**src/sv/csv_line_field_length_indexer_unit_macros.svh**
```systemverilog
// Assertion macros for the CSV line field length indexer.
// Included by the modules that check their own logic; no other dependencies.
`ifndef CSV_LINE_FIELD_LENGTH_INDEXER_UNIT_MACROS_SVH
`define CSV_LINE_FIELD_LENGTH_INDEXER_UNIT_MACROS_SVH
`ifndef SYNTHESIS
`define CSVFLI_ASSERT_IMPLY(lbl, clk, rst_n, ante, cons, msg) \
    lbl: assert property (@(posedge clk) disable iff (!rst_n) (ante) |-> (cons)) \
        else $error(msg);
`define CSVFLI_ASSERT_NEVER(lbl, clk, rst_n, expr, msg) \
    lbl: assert property (@(posedge clk) disable iff (!rst_n) !(expr)) \
        else $error(msg);
`else
`define CSVFLI_ASSERT_IMPLY(lbl, clk, rst_n, ante, cons, msg)
`define CSVFLI_ASSERT_NEVER(lbl, clk, rst_n, expr, msg)
`endif
`endif

```
**src/sv/csvfli_pkg.sv**
```systemverilog
`timescale 1ns / 1ps
// Shared types and constants of the CSV line field length indexer.
// Used by the front parser, the command queue and the back emitter.
package csvfli_pkg;

    localparam logic [7:0] CH_QUOTE = 8'h22;
    localparam logic [7:0] CH_COMMA = 8'h2C;
    localparam logic [7:0] CH_LF    = 8'h0A;
    localparam logic [7:0] CH_CR    = 8'h0D;

    localparam int VALUE_W     = 16;
    localparam int CMD_LEN_W   = 16;
    localparam int CMD_CNT_W   = 6;
    localparam int QUEUE_DEPTH = 4;
    localparam int QUEUE_PTR_W = 2;

    typedef enum logic {
        CMD_FIELD,
        CMD_LINE
    } t_kind;

    typedef struct packed {
        t_kind                  kind;
        logic                   has_len;
        logic [CMD_LEN_W-1:0]   len;
        logic [CMD_CNT_W-1:0]   count;
        logic                   err;
        logic                   ovf;
    } t_cmd;

endpackage

```
**src/sv/csvfli_front.sv**
```systemverilog
`timescale 1ns / 1ps
// Front parser: accepts text beats, tracks quoting and field lengths, and
// pushes field and line-end commands. Depends on csvfli_pkg and the macros header.
`include "csv_line_field_length_indexer_unit_macros.svh"
module csvfli_front #(
    parameter int MAX_FIELDS  = 16,
    parameter int LENGTH_BITS = 16
) (
    input  logic               i_clk,
    input  logic               i_rst_n,
    input  logic               i_in_valid,
    output logic               o_in_ready,
    input  logic [7:0]         i_data_byte,
    input  logic               i_end_of_input,
    input  logic               i_full,
    output logic               o_push,
    output csvfli_pkg::t_cmd   o_cmd
);
    import csvfli_pkg::*;

    localparam int LW = (LENGTH_BITS >= 16) ? 16 : LENGTH_BITS;
    localparam int CW = $clog2(MAX_FIELDS + 1);

    logic [LW-1:0] r_field_bytes, n_field_bytes;
    logic          r_in_quotes, n_in_quotes;
    logic          r_quote_pending, n_quote_pending;
    logic          r_cr_pending, n_cr_pending;
    logic          r_line_started, n_line_started;
    logic [CW-1:0] r_fields, n_fields;
    logic          r_err, n_err;
    logic          r_ovf, n_ovf;

    logic          flush;
    logic          fire;
    logic          has_len;
    logic          sat;
    logic [LW-1:0] fb_inc;
    logic          ovf_inc;
    logic          sep;

    always_comb begin
        flush   = r_cr_pending && i_in_valid && !i_end_of_input && (i_data_byte != CH_LF);
        o_in_ready = !i_full && !flush;
        fire    = i_in_valid && o_in_ready;
        has_len = r_fields < CW'(MAX_FIELDS);
        sat     = (r_field_bytes == {LW{1'b1}});
        fb_inc  = sat ? r_field_bytes : r_field_bytes + LW'(1);
        ovf_inc = r_ovf | sat;
        sep     = 1'b0;

        n_field_bytes   = r_field_bytes;
        n_in_quotes     = r_in_quotes;
        n_quote_pending = r_quote_pending;
        n_cr_pending    = r_cr_pending;
        n_line_started  = r_line_started;
        n_fields        = r_fields;
        n_err           = r_err;
        n_ovf           = r_ovf;

        o_push        = 1'b0;
        o_cmd.kind    = CMD_LINE;
        o_cmd.has_len = has_len;
        o_cmd.len     = CMD_LEN_W'(r_field_bytes);
        o_cmd.count   = CMD_CNT_W'(r_fields) + CMD_CNT_W'(has_len);
        o_cmd.err     = r_err;
        o_cmd.ovf     = r_ovf | !has_len;

        if (flush && !i_full) begin
            o_push = 1'b1;
        end else if (fire) begin
            if (i_end_of_input) begin
                o_push = r_cr_pending || r_line_started;
            end else if (r_cr_pending) begin
                o_push    = 1'b1;
                o_cmd.len = CMD_LEN_W'(fb_inc);
                o_cmd.ovf = ovf_inc | !has_len;
            end else begin
                n_line_started = 1'b1;
                n_field_bytes  = fb_inc;
                n_ovf          = ovf_inc;
                if (r_quote_pending) begin
                    n_quote_pending = 1'b0;
                    if (i_data_byte != CH_QUOTE) begin
                        n_in_quotes = 1'b0;
                        if (i_data_byte == CH_COMMA || i_data_byte == CH_LF ||
                            i_data_byte == CH_CR) begin
                            sep = 1'b1;
                        end else begin
                            n_err = 1'b1;
                        end
                    end
                end else if (r_in_quotes) begin
                    if (i_data_byte == CH_QUOTE) begin
                        n_quote_pending = 1'b1;
                    end
                end else if (i_data_byte == CH_QUOTE && r_field_bytes == '0) begin
                    n_in_quotes = 1'b1;
                end else begin
                    sep = 1'b1;
                end
                if (sep) begin
                    case (i_data_byte)
                        CH_COMMA: begin
                            o_push        = has_len;
                            o_cmd.kind    = CMD_FIELD;
                            o_cmd.len     = CMD_LEN_W'(fb_inc);
                            n_fields      = r_fields + CW'(has_len);
                            n_ovf         = ovf_inc | !has_len;
                            n_field_bytes = '0;
                        end
                        CH_LF: begin
                            o_push    = 1'b1;
                            o_cmd.len = CMD_LEN_W'(fb_inc);
                            o_cmd.ovf = ovf_inc | !has_len;
                        end
                        CH_CR: begin
                            n_cr_pending = 1'b1;
                        end
                        default: begin
                        end
                    endcase
                end
            end
        end

        if (o_push && o_cmd.kind == CMD_LINE) begin
            n_field_bytes   = '0;
            n_in_quotes     = 1'b0;
            n_quote_pending = 1'b0;
            n_cr_pending    = 1'b0;
            n_line_started  = 1'b0;
            n_fields        = '0;
            n_err           = 1'b0;
            n_ovf           = 1'b0;
        end
    end

    always_ff @(posedge i_clk) begin
        if (!i_rst_n) begin
            r_field_bytes   <= '0;
            r_in_quotes     <= 1'b0;
            r_quote_pending <= 1'b0;
            r_cr_pending    <= 1'b0;
            r_line_started  <= 1'b0;
            r_fields        <= '0;
            r_err           <= 1'b0;
            r_ovf           <= 1'b0;
        end else begin
            r_field_bytes   <= n_field_bytes;
            r_in_quotes     <= n_in_quotes;
            r_quote_pending <= n_quote_pending;
            r_cr_pending    <= n_cr_pending;
            r_line_started  <= n_line_started;
            r_fields        <= n_fields;
            r_err           <= n_err;
            r_ovf           <= n_ovf;
        end
    end

    `CSVFLI_ASSERT_NEVER(a_pending_outside_quotes, i_clk, i_rst_n, r_quote_pending && !r_in_quotes, "quote pending while not quoted")
    `CSVFLI_ASSERT_NEVER(a_field_count_range, i_clk, i_rst_n, r_fields > CW'(MAX_FIELDS), "field count beyond capacity")

endmodule

```
**src/sv/csvfli_fifo.sv**
```systemverilog
`timescale 1ns / 1ps
// Short command queue between the front parser and the back emitter.
// Depends on csvfli_pkg and the macros header.
`include "csv_line_field_length_indexer_unit_macros.svh"
module csvfli_fifo (
    input  logic               i_clk,
    input  logic               i_rst_n,
    input  logic               i_push,
    input  csvfli_pkg::t_cmd   i_wr_data,
    input  logic               i_pop,
    output csvfli_pkg::t_cmd   o_rd_data,
    output logic               o_full,
    output logic               o_empty
);
    import csvfli_pkg::*;

    t_cmd                   r_mem [0:QUEUE_DEPTH-1];
    logic [QUEUE_PTR_W-1:0] r_wr_ptr;
    logic [QUEUE_PTR_W-1:0] r_rd_ptr;
    logic [QUEUE_PTR_W:0]   r_count;

    assign o_full    = (r_count == (QUEUE_PTR_W + 1)'(QUEUE_DEPTH));
    assign o_empty   = (r_count == '0);
    assign o_rd_data = r_mem[r_rd_ptr];

    always_ff @(posedge i_clk) begin
        if (i_push) begin
            r_mem[r_wr_ptr] <= i_wr_data;
        end
    end

    always_ff @(posedge i_clk) begin
        if (!i_rst_n) begin
            r_wr_ptr <= '0;
            r_rd_ptr <= '0;
            r_count  <= '0;
        end else begin
            if (i_push) begin
                r_wr_ptr <= r_wr_ptr + QUEUE_PTR_W'(1);
            end
            if (i_pop) begin
                r_rd_ptr <= r_rd_ptr + QUEUE_PTR_W'(1);
            end
            r_count <= r_count + (QUEUE_PTR_W + 1)'(i_push) - (QUEUE_PTR_W + 1)'(i_pop);
        end
    end

    `CSVFLI_ASSERT_NEVER(a_push_full, i_clk, i_rst_n, i_push && o_full, "push into full queue")
    `CSVFLI_ASSERT_NEVER(a_pop_empty, i_clk, i_rst_n, i_pop && o_empty, "pop from empty queue")

endmodule

```
**src/sv/csvfli_back.sv**
```systemverilog
`timescale 1ns / 1ps
// Back emitter: stores field lengths of the current line and, at line end,
// sends the count beat and then one beat per length. Depends on csvfli_pkg.
`include "csv_line_field_length_indexer_unit_macros.svh"
module csvfli_back #(
    parameter int MAX_FIELDS  = 16,
    parameter int LENGTH_BITS = 16
) (
    input  logic                               i_clk,
    input  logic                               i_rst_n,
    input  csvfli_pkg::t_cmd                   i_cmd,
    input  logic                               i_empty,
    output logic                               o_pop,
    output logic                               o_out_valid,
    input  logic                               i_out_ready,
    output logic [csvfli_pkg::VALUE_W-1:0]     o_value,
    output logic                               o_is_count,
    output logic                               o_last,
    output logic                               o_quote_error,
    output logic                               o_overflow
);
    import csvfli_pkg::*;

    localparam int LW = (LENGTH_BITS >= 16) ? 16 : LENGTH_BITS;
    localparam int CW = $clog2(MAX_FIELDS + 1);
    localparam int IW = (MAX_FIELDS > 1) ? $clog2(MAX_FIELDS) : 1;

    typedef enum logic [1:0] {
        B_IDLE,
        B_COUNT,
        B_EMIT
    } t_state;

    t_state               r_state, n_state;
    logic [CW-1:0]        r_wr_idx, n_wr_idx;
    logic [CW-1:0]        r_rd_idx, n_rd_idx;
    logic [CW-1:0]        r_cnt, n_cnt;
    logic                 r_err, n_err;
    logic                 r_ovf, n_ovf;
    logic                 r_out_valid, n_out_valid;
    logic [VALUE_W-1:0]   r_value, n_value;
    logic                 r_is_count, n_is_count;
    logic                 r_last, n_last;
    logic                 r_qerr, n_qerr;
    logic                 r_oflow, n_oflow;

    logic [LW-1:0]        r_len_mem [0:(1 << IW)-1];
    logic [LW-1:0]        r_rd_data;
    logic                 mem_we;
    logic                 out_free;
    logic                 is_last;

    assign out_free = !r_out_valid || i_out_ready;
    assign is_last  = ((r_rd_idx + CW'(1)) == r_cnt);

    always_comb begin
        n_state     = r_state;
        n_wr_idx    = r_wr_idx;
        n_rd_idx    = r_rd_idx;
        n_cnt       = r_cnt;
        n_err       = r_err;
        n_ovf       = r_ovf;
        n_out_valid = r_out_valid && !i_out_ready;
        n_value     = r_value;
        n_is_count  = r_is_count;
        n_last      = r_last;
        n_qerr      = r_qerr;
        n_oflow     = r_oflow;
        o_pop       = 1'b0;
        mem_we      = 1'b0;

        case (r_state)
            B_IDLE: begin
                if (!i_empty) begin
                    o_pop = 1'b1;
                    if (i_cmd.kind == CMD_FIELD) begin
                        mem_we   = 1'b1;
                        n_wr_idx = r_wr_idx + CW'(1);
                    end else begin
                        mem_we   = i_cmd.has_len;
                        n_wr_idx = '0;
                        n_rd_idx = '0;
                        n_cnt    = i_cmd.count[CW-1:0];
                        n_err    = i_cmd.err;
                        n_ovf    = i_cmd.ovf;
                        n_state  = B_COUNT;
                    end
                end
            end
            B_COUNT: begin
                if (out_free) begin
                    n_out_valid = 1'b1;
                    n_value     = VALUE_W'(r_cnt);
                    n_is_count  = 1'b1;
                    n_last      = (r_cnt == '0);
                    n_qerr      = r_err;
                    n_oflow     = r_ovf;
                    n_state     = (r_cnt == '0) ? B_IDLE : B_EMIT;
                end
            end
            B_EMIT: begin
                if (out_free) begin
                    n_out_valid = 1'b1;
                    n_value     = VALUE_W'(r_rd_data);
                    n_is_count  = 1'b0;
                    n_last      = is_last;
                    n_qerr      = r_err;
                    n_oflow     = r_ovf;
                    n_rd_idx    = r_rd_idx + CW'(1);
                    if (is_last) begin
                        n_state = B_IDLE;
                    end
                end
            end
            default: begin
                n_state = B_IDLE;
            end
        endcase
    end

    always_ff @(posedge i_clk) begin
        if (mem_we) begin
            r_len_mem[r_wr_idx[IW-1:0]] <= i_cmd.len[LW-1:0];
        end
        r_rd_data <= r_len_mem[n_rd_idx[IW-1:0]];
    end

    always_ff @(posedge i_clk) begin
        if (!i_rst_n) begin
            r_state     <= B_IDLE;
            r_wr_idx    <= '0;
            r_rd_idx    <= '0;
            r_cnt       <= '0;
            r_err       <= 1'b0;
            r_ovf       <= 1'b0;
            r_out_valid <= 1'b0;
        end else begin
            r_state     <= n_state;
            r_wr_idx    <= n_wr_idx;
            r_rd_idx    <= n_rd_idx;
            r_cnt       <= n_cnt;
            r_err       <= n_err;
            r_ovf       <= n_ovf;
            r_out_valid <= n_out_valid;
            r_value     <= n_value;
            r_is_count  <= n_is_count;
            r_last      <= n_last;
            r_qerr      <= n_qerr;
            r_oflow     <= n_oflow;
        end
    end

    assign o_out_valid   = r_out_valid;
    assign o_value       = r_value;
    assign o_is_count    = r_is_count;
    assign o_last        = r_last;
    assign o_quote_error = r_qerr;
    assign o_overflow    = r_oflow;

    `CSVFLI_ASSERT_IMPLY(a_emit_index, i_clk, i_rst_n, r_state == B_EMIT, r_rd_idx < r_cnt, "length index beyond line count")

endmodule

```
**src/sv/csv_line_field_length_indexer_unit.sv**
```systemverilog
`timescale 1ns / 1ps
// CSV line field length indexer, top level; uses csvfli_front, csvfli_fifo, csvfli_back.
// Takes one text beat per cycle while the queue has room; after a CR, a non-LF byte waits for the line push.
// A line's count beat passes the command queue and the emitter's state and output registers, then
// one length beat per cycle while i_out_ready is high; the 4-entry queue absorbs bursts meanwhile.
// Reset is synchronous, active low, and clears all control state; the length store is not cleared.
module csv_line_field_length_indexer_unit #(
    parameter int MAX_FIELDS  = 16,
    parameter int LENGTH_BITS = 16
) (
    input  logic        i_clk,
    input  logic        i_rst_n,
    input  logic        i_in_valid,
    output logic        o_in_ready,
    input  logic [7:0]  i_data_byte,
    input  logic        i_end_of_input,
    output logic        o_out_valid,
    input  logic        i_out_ready,
    output logic [15:0] o_value,
    output logic        o_is_count,
    output logic        o_last,
    output logic        o_quote_error,
    output logic        o_overflow
);
    import csvfli_pkg::*;

    t_cmd push_cmd;
    t_cmd head_cmd;
    logic push;
    logic pop;
    logic full;
    logic empty;

    csvfli_front #(
        .MAX_FIELDS  (MAX_FIELDS),
        .LENGTH_BITS (LENGTH_BITS)
    ) u_front (
        .i_clk          (i_clk),
        .i_rst_n        (i_rst_n),
        .i_in_valid     (i_in_valid),
        .o_in_ready     (o_in_ready),
        .i_data_byte    (i_data_byte),
        .i_end_of_input (i_end_of_input),
        .i_full         (full),
        .o_push         (push),
        .o_cmd          (push_cmd)
    );

    csvfli_fifo u_fifo (
        .i_clk     (i_clk),
        .i_rst_n   (i_rst_n),
        .i_push    (push),
        .i_wr_data (push_cmd),
        .i_pop     (pop),
        .o_rd_data (head_cmd),
        .o_full    (full),
        .o_empty   (empty)
    );

    csvfli_back #(
        .MAX_FIELDS  (MAX_FIELDS),
        .LENGTH_BITS (LENGTH_BITS)
    ) u_back (
        .i_clk         (i_clk),
        .i_rst_n       (i_rst_n),
        .i_cmd         (head_cmd),
        .i_empty       (empty),
        .o_pop         (pop),
        .o_out_valid   (o_out_valid),
        .i_out_ready   (i_out_ready),
        .o_value       (o_value),
        .o_is_count    (o_is_count),
        .o_last        (o_last),
        .o_quote_error (o_quote_error),
        .o_overflow    (o_overflow)
    );

endmodule

```
**config.mk**
```make
export PLATFORM = sky130hd
export DESIGN_NAME = csv_line_field_length_indexer_unit
export DESIGN_NICKNAME = d
export VERILOG_FILES = /design/src/sv/csvfli_pkg.sv /design/src/sv/csvfli_front.sv /design/src/sv/csvfli_fifo.sv /design/src/sv/csvfli_back.sv /design/src/sv/csv_line_field_length_indexer_unit.sv
export VERILOG_INCLUDE_DIRS = /design/src /design/src/sv
export SDC_FILE = /design/constraint.sdc
export NUM_CORES = 1
export LEC_CHECK = 0
export BUFFER_PORTS_ARGS = -buffer_cell sky130_fd_sc_hd__buf_2
export CELL_PAD_IN_SITES_DETAIL_PLACEMENT = 0
export CELL_PAD_IN_SITES_GLOBAL_PLACEMENT = 1
export CORE_MARGIN = 2
export CORE_UTILIZATION = 53
export CTS_CLUSTER_SIZE = 10
export DETAILED_ROUTE_END_ITERATION = 7
export GPL_TIMING_DRIVEN = 1
export PLACE_DENSITY_LB_ADDON = 0.1
export SLEW_MARGIN = 30
export SYNTH_ARGS = -nofsm -noshare
export SYNTH_HDL_FRONTEND = slang
export SYNTH_SLANG_ARGS = --single-unit
```
**constraint.sdc**
```tcl
create_clock -name i_clk -period 4.05 [get_ports i_clk]
set_clock_uncertainty 0.05 [all_clocks]
set_input_delay 0.2025 -clock i_clk [delete_from_list [all_inputs] [get_ports i_clk]]
set_output_delay 0.2025 -clock i_clk [all_outputs]
set_load 0.01 [all_outputs]
```
==> Flow_metrics.wiki <==
{| class="wikitable"
! Metric !! Value
|-
| Smallest hold slack || 0.0412 ns
|-
| Wire length per cell || 20.8 um
|-
| Share of the clock period used by the worst path after layout || 80.6%
|-
| Critical path capture point type || register
|-
| Deepest level of the CTS H-tree || 2
|-
| List of most frequent post-synthesis cells || sky130_fd_sc_hd__edfxtp_1, sky130_fd_sc_hd__nand2_1, sky130_fd_sc_hd__and2_1, sky130_fd_sc_hd__dfxtp_1, sky130_fd_sc_hd__nor2_1
|-
| Number of enable flip-flop cells after synthesis || 376
|-
| Synthesis-to-finish area growth || 12.8%
|-
| Headroom to the max-slew limit || 42.8%
|-
| Number of nets in the synthesized netlist || 1295
|-
| Via count of the first global-routing pass || 10200
|-
| Final critical-path required period || 3.26 ns
|-
| Row count || 67
|-
| Final number of hold-violating endpoints || 0
|-
| Total Die Area || 35900 um^2
|-
| Total net switching power || 2.92 mW
|-
| Maximum clock path buffer count || 3
|-
| Power density over the cells || 569 nW/um^2
|-
| WP buf/inv || 2
|-
| GP Congestion || 0.819
|-
| Worst EP arrival || 3.65 ns
|-
| First-pass GRT wire length || 58900 um
|-
| Clock-pin transition on the worst setup and hold timing paths || 0.06 ns
|-
| I/O pin count || 35
|-
| Gr ovfl total || 0
|-
| RSZ-0062 raised after global routing || no
|-
| Maximum single-stage delay on the critical path || 0.43 ns
|-
| Cell with the most instances after synthesis || sky130_fd_sc_hd__edfxtp_1
|-
| Final Core Density || 61.0%
|-
| CTS buffer count || 51
|-
| Number of I/O port buffers || 34
|-
| Diode insertion count for antenna repair || 0
|-
| Leading area contributor after synthesis || sky130_fd_sc_hd__edfxtp_1
|-
| Worst Tran Pin Value || 0.858 ns
|-
| CP startpoint kind || register
|-
| Sequential share of power || 50.0%
|-
| Yosys reg bits || 447
|-
| Number of iterations in the first detailed-routing pass || 4
|-
| Highest net fanout along the worst path || 6
|-
| Design internal power || 8.77 mW
|-
| Peak VDD IR || 0.000343 V
|-
| Ys async rst share || 0%
|-
| Ordered cell list for the critical path || inv_1 -> ha_1 -> nor4b_1 -> a41oi_1 -> o21ai_1 -> o41ai_1 -> nand3_1 -> ha_1 -> inv_1 -> ha_1 -> fa_1 -> xnor2_1 -> and2_1
|-
| Cell count after placement || 1715
|-
| Via count || 10400
|-
| Final number of setup-violating endpoints || 0
|-
| Chip width || 189 um
|-
| Syn Std Cell Area || 18200 um^2
|-
| Clock group share of total power || 35.7%
|-
| Max-slew violations || 0
|-
| Number of distinct standard cells referenced by the synthesized netlist || 58
|-
| Total power || 11.7 mW
|-
| Clock latency reported for the late side of the worst-skew pair || 0.55 ns
|-
| Critical path type || reg -> reg
|-
| Initial standard-cell utilization of the core || 54.1%
|-
| Post-synthesis sequential area ratio || 69.8%
|-
| CP delay by family, top || adder cells
|-
| Avg Inst Size Synth || 14.4 um^2
|-
| Slowest stage cell on the critical path || sky130_fd_sc_hd__dfxtp_1
|-
| Result of the run || complete, no violations
|-
| Top cells by area in the synthesized netlist || sky130_fd_sc_hd__edfxtp_1, sky130_fd_sc_hd__dfxtp_1, sky130_fd_sc_hd__mux4_2, sky130_fd_sc_hd__nand2_1, sky130_fd_sc_hd__and2_1
|-
| Core area || 33700 um^2
|-
| Sink count of the clock tree || 447
|-
| Switching Fraction || 25.0%
|-
| Non-Filler Instances || 1807
|-
| Worst min path class || in -> reg
|-
| NumNets Final || 1354
|-
| Via count normalized by instance count || 5.73
|-
| Syn. warnings || 0
|-
| Total routing resource utilization after global routing || 21.5%
|-
| Number of max-capacitance violations reported || 0
|-
| Remaining design rule violation count || 0
|-
| Final wirelength || 37600 um
|-
| Leakage dissipation || 6.96 nW
|-
| Pin count of the biggest net entering global routing || 113
|-
| Yosys top cell area share || 62.0%
|-
| Hold-critical path depth || 5
|-
| Critical path's most frequent cell || sky130_fd_sc_hd__ha_1
|-
| Count of routing violations after the opening detailed-route iteration || 722
|-
| Final ANT Viol Nets || 0
|-
| Combinational share of power || 14.3%
|-
| Root buffer cell || sky130_fd_sc_hd__clkbuf_16
|-
| Post-cts gate resize count || 0
|-
| Antenna violations before repair || 0
|-
| Fin Setup TNS || 0 ns
|-
| Depth of the critical timing path with buffers and inverters included || 13
|-
| Data required time of the critical path || 4.44 ns
|-
| Share of cells above drive strength 1 || 14.6%
|-
| Syn Inst Count || 1263
|-
| Total half-perimeter wirelength after legalization and detailed placement || 22600 um
|-
| Worst R2R Path Depth || 13
|-
| TritonCTS clock tree || built
|-
| Dominant register cell in the synthesized netlist || sky130_fd_sc_hd__edfxtp_1
|-
| Achievable clock frequency || 306 MHz
|-
| Height of the die || 189 um
|}
## stage by stage
| stage | worst slack [ns] | instance area [um^2] |
|---|---|---|
| 3_3_place_gp | 0.790 | 19000 |
| 4_1_cts | 0.745 | 20500 |
| 3_5_place_dp | 0.749 | 19000 |
| 2_1_floorplan | 0.544 | 18200 |
| 5_1_grt | 0.552 | 20500 |
| 6_report | 0.787 | 20500 |
## metal layers
metal,up-vias,share of wire [%],track usage [%]
li1,4934,-,-
met1,5171,43,28.4
met2,194,50,37.4
met3,60,3.7,3.04
met4,0,2.6,6.41
met5,-,0,0
## final timing paths
kind	to	slack [ns]	from
hold reg to reg	u_back.o_overflow$_DFFE_PP_	0.38	u_back.r_ovf$_SDFFE_PN0P_
setup reg to reg	u_fifo.r_count[2]$_SDFF_PN0_	0.79	u_front.r_field_bytes[0]$_SDFFE_PP0P_
hold / removal	u_front.r_cr_pending$_SDFFE_PP0P_	0.04	i_data_byte[4]
setup / recovery	u_fifo.r_count[2]$_SDFF_PN0_	0.79	u_front.r_field_bytes[0]$_SDFFE_PP0P_
## placed cells by master (no fill, tap or decap), drive strengths merged, types with 25 or more instances in the layout
master  instances
a211oi         49
a21oi          30
a31oi          35
and2           71
and3           27
buf            72
clkbuf         86
dfxtp          71
edfxtp        376
inv            25
mux2i          41
mux4           25
nand2         133
nor2           55
## logic make-up (layout without fill, tap and decap cells)
family | Yosys count | after routing | share of synthesized area [%]
compound gates | 195 | 195 | 7.80
xor+xnor | 33 | 33 | 1.59
fa+ha+maj | 19 | 19 | 1.35
buf+inv | 92 | 188 | 2.21
flops | 447 | 447 | 69.8
mux | 90 | 90 | 6.83
simple gates | 387 | 387 | 10.5
## worst min-delay path: cells and delay by family
| kind | cells | cell delay (ns) |
|---|---|---|
| AOI/OAI and AO/OA | 1 | 0.11 |
| buffers and inverters | 1 | 0.09 |
| and+or+nand+nor | 3 | 0.20 |
## timing repair
action,in CTS,in global routing
endpoints found under the hold margin,2,0
hold buffers,2,0
setup buffers,0,0
## power by group through the flow
stage	sequential (mW)	combinational (mW)	clock (mW)
after global placement	5.94	1.68	0
after detailed placement	5.95	1.71	0
after floorplan	5.84	1.20	0
after global routing	5.87	1.86	4.44
after CTS	5.86	1.71	4.26
final	5.85	1.67	4.17
## cell type report
type                            instances  area [um^2]
Tap cell                              448          561
Clock inverter                          4         60.1
Inverter                               24         90.1
Timing Repair Buffer                   74          513
Fill cell                            2619        13200
Multi-Input combinational cell        724         5150
Sequential cell                       447        12700
Clock buffer                           86         1460
## state kept, by name (all words and copies together) (netlist names), 3 cells and up, named ones only
signal                 cells
u_back.o_value            16
u_back.r_cnt               5
u_back.r_len_mem         256
u_back.r_rd_data          16
u_back.r_rd_idx            5
u_back.r_wr_idx            4
u_fifo.r_count             3
u_fifo.r_mem             100
u_front.r_field_bytes     16
u_front.r_fields           5
Power figures use the tool's default switching activity.
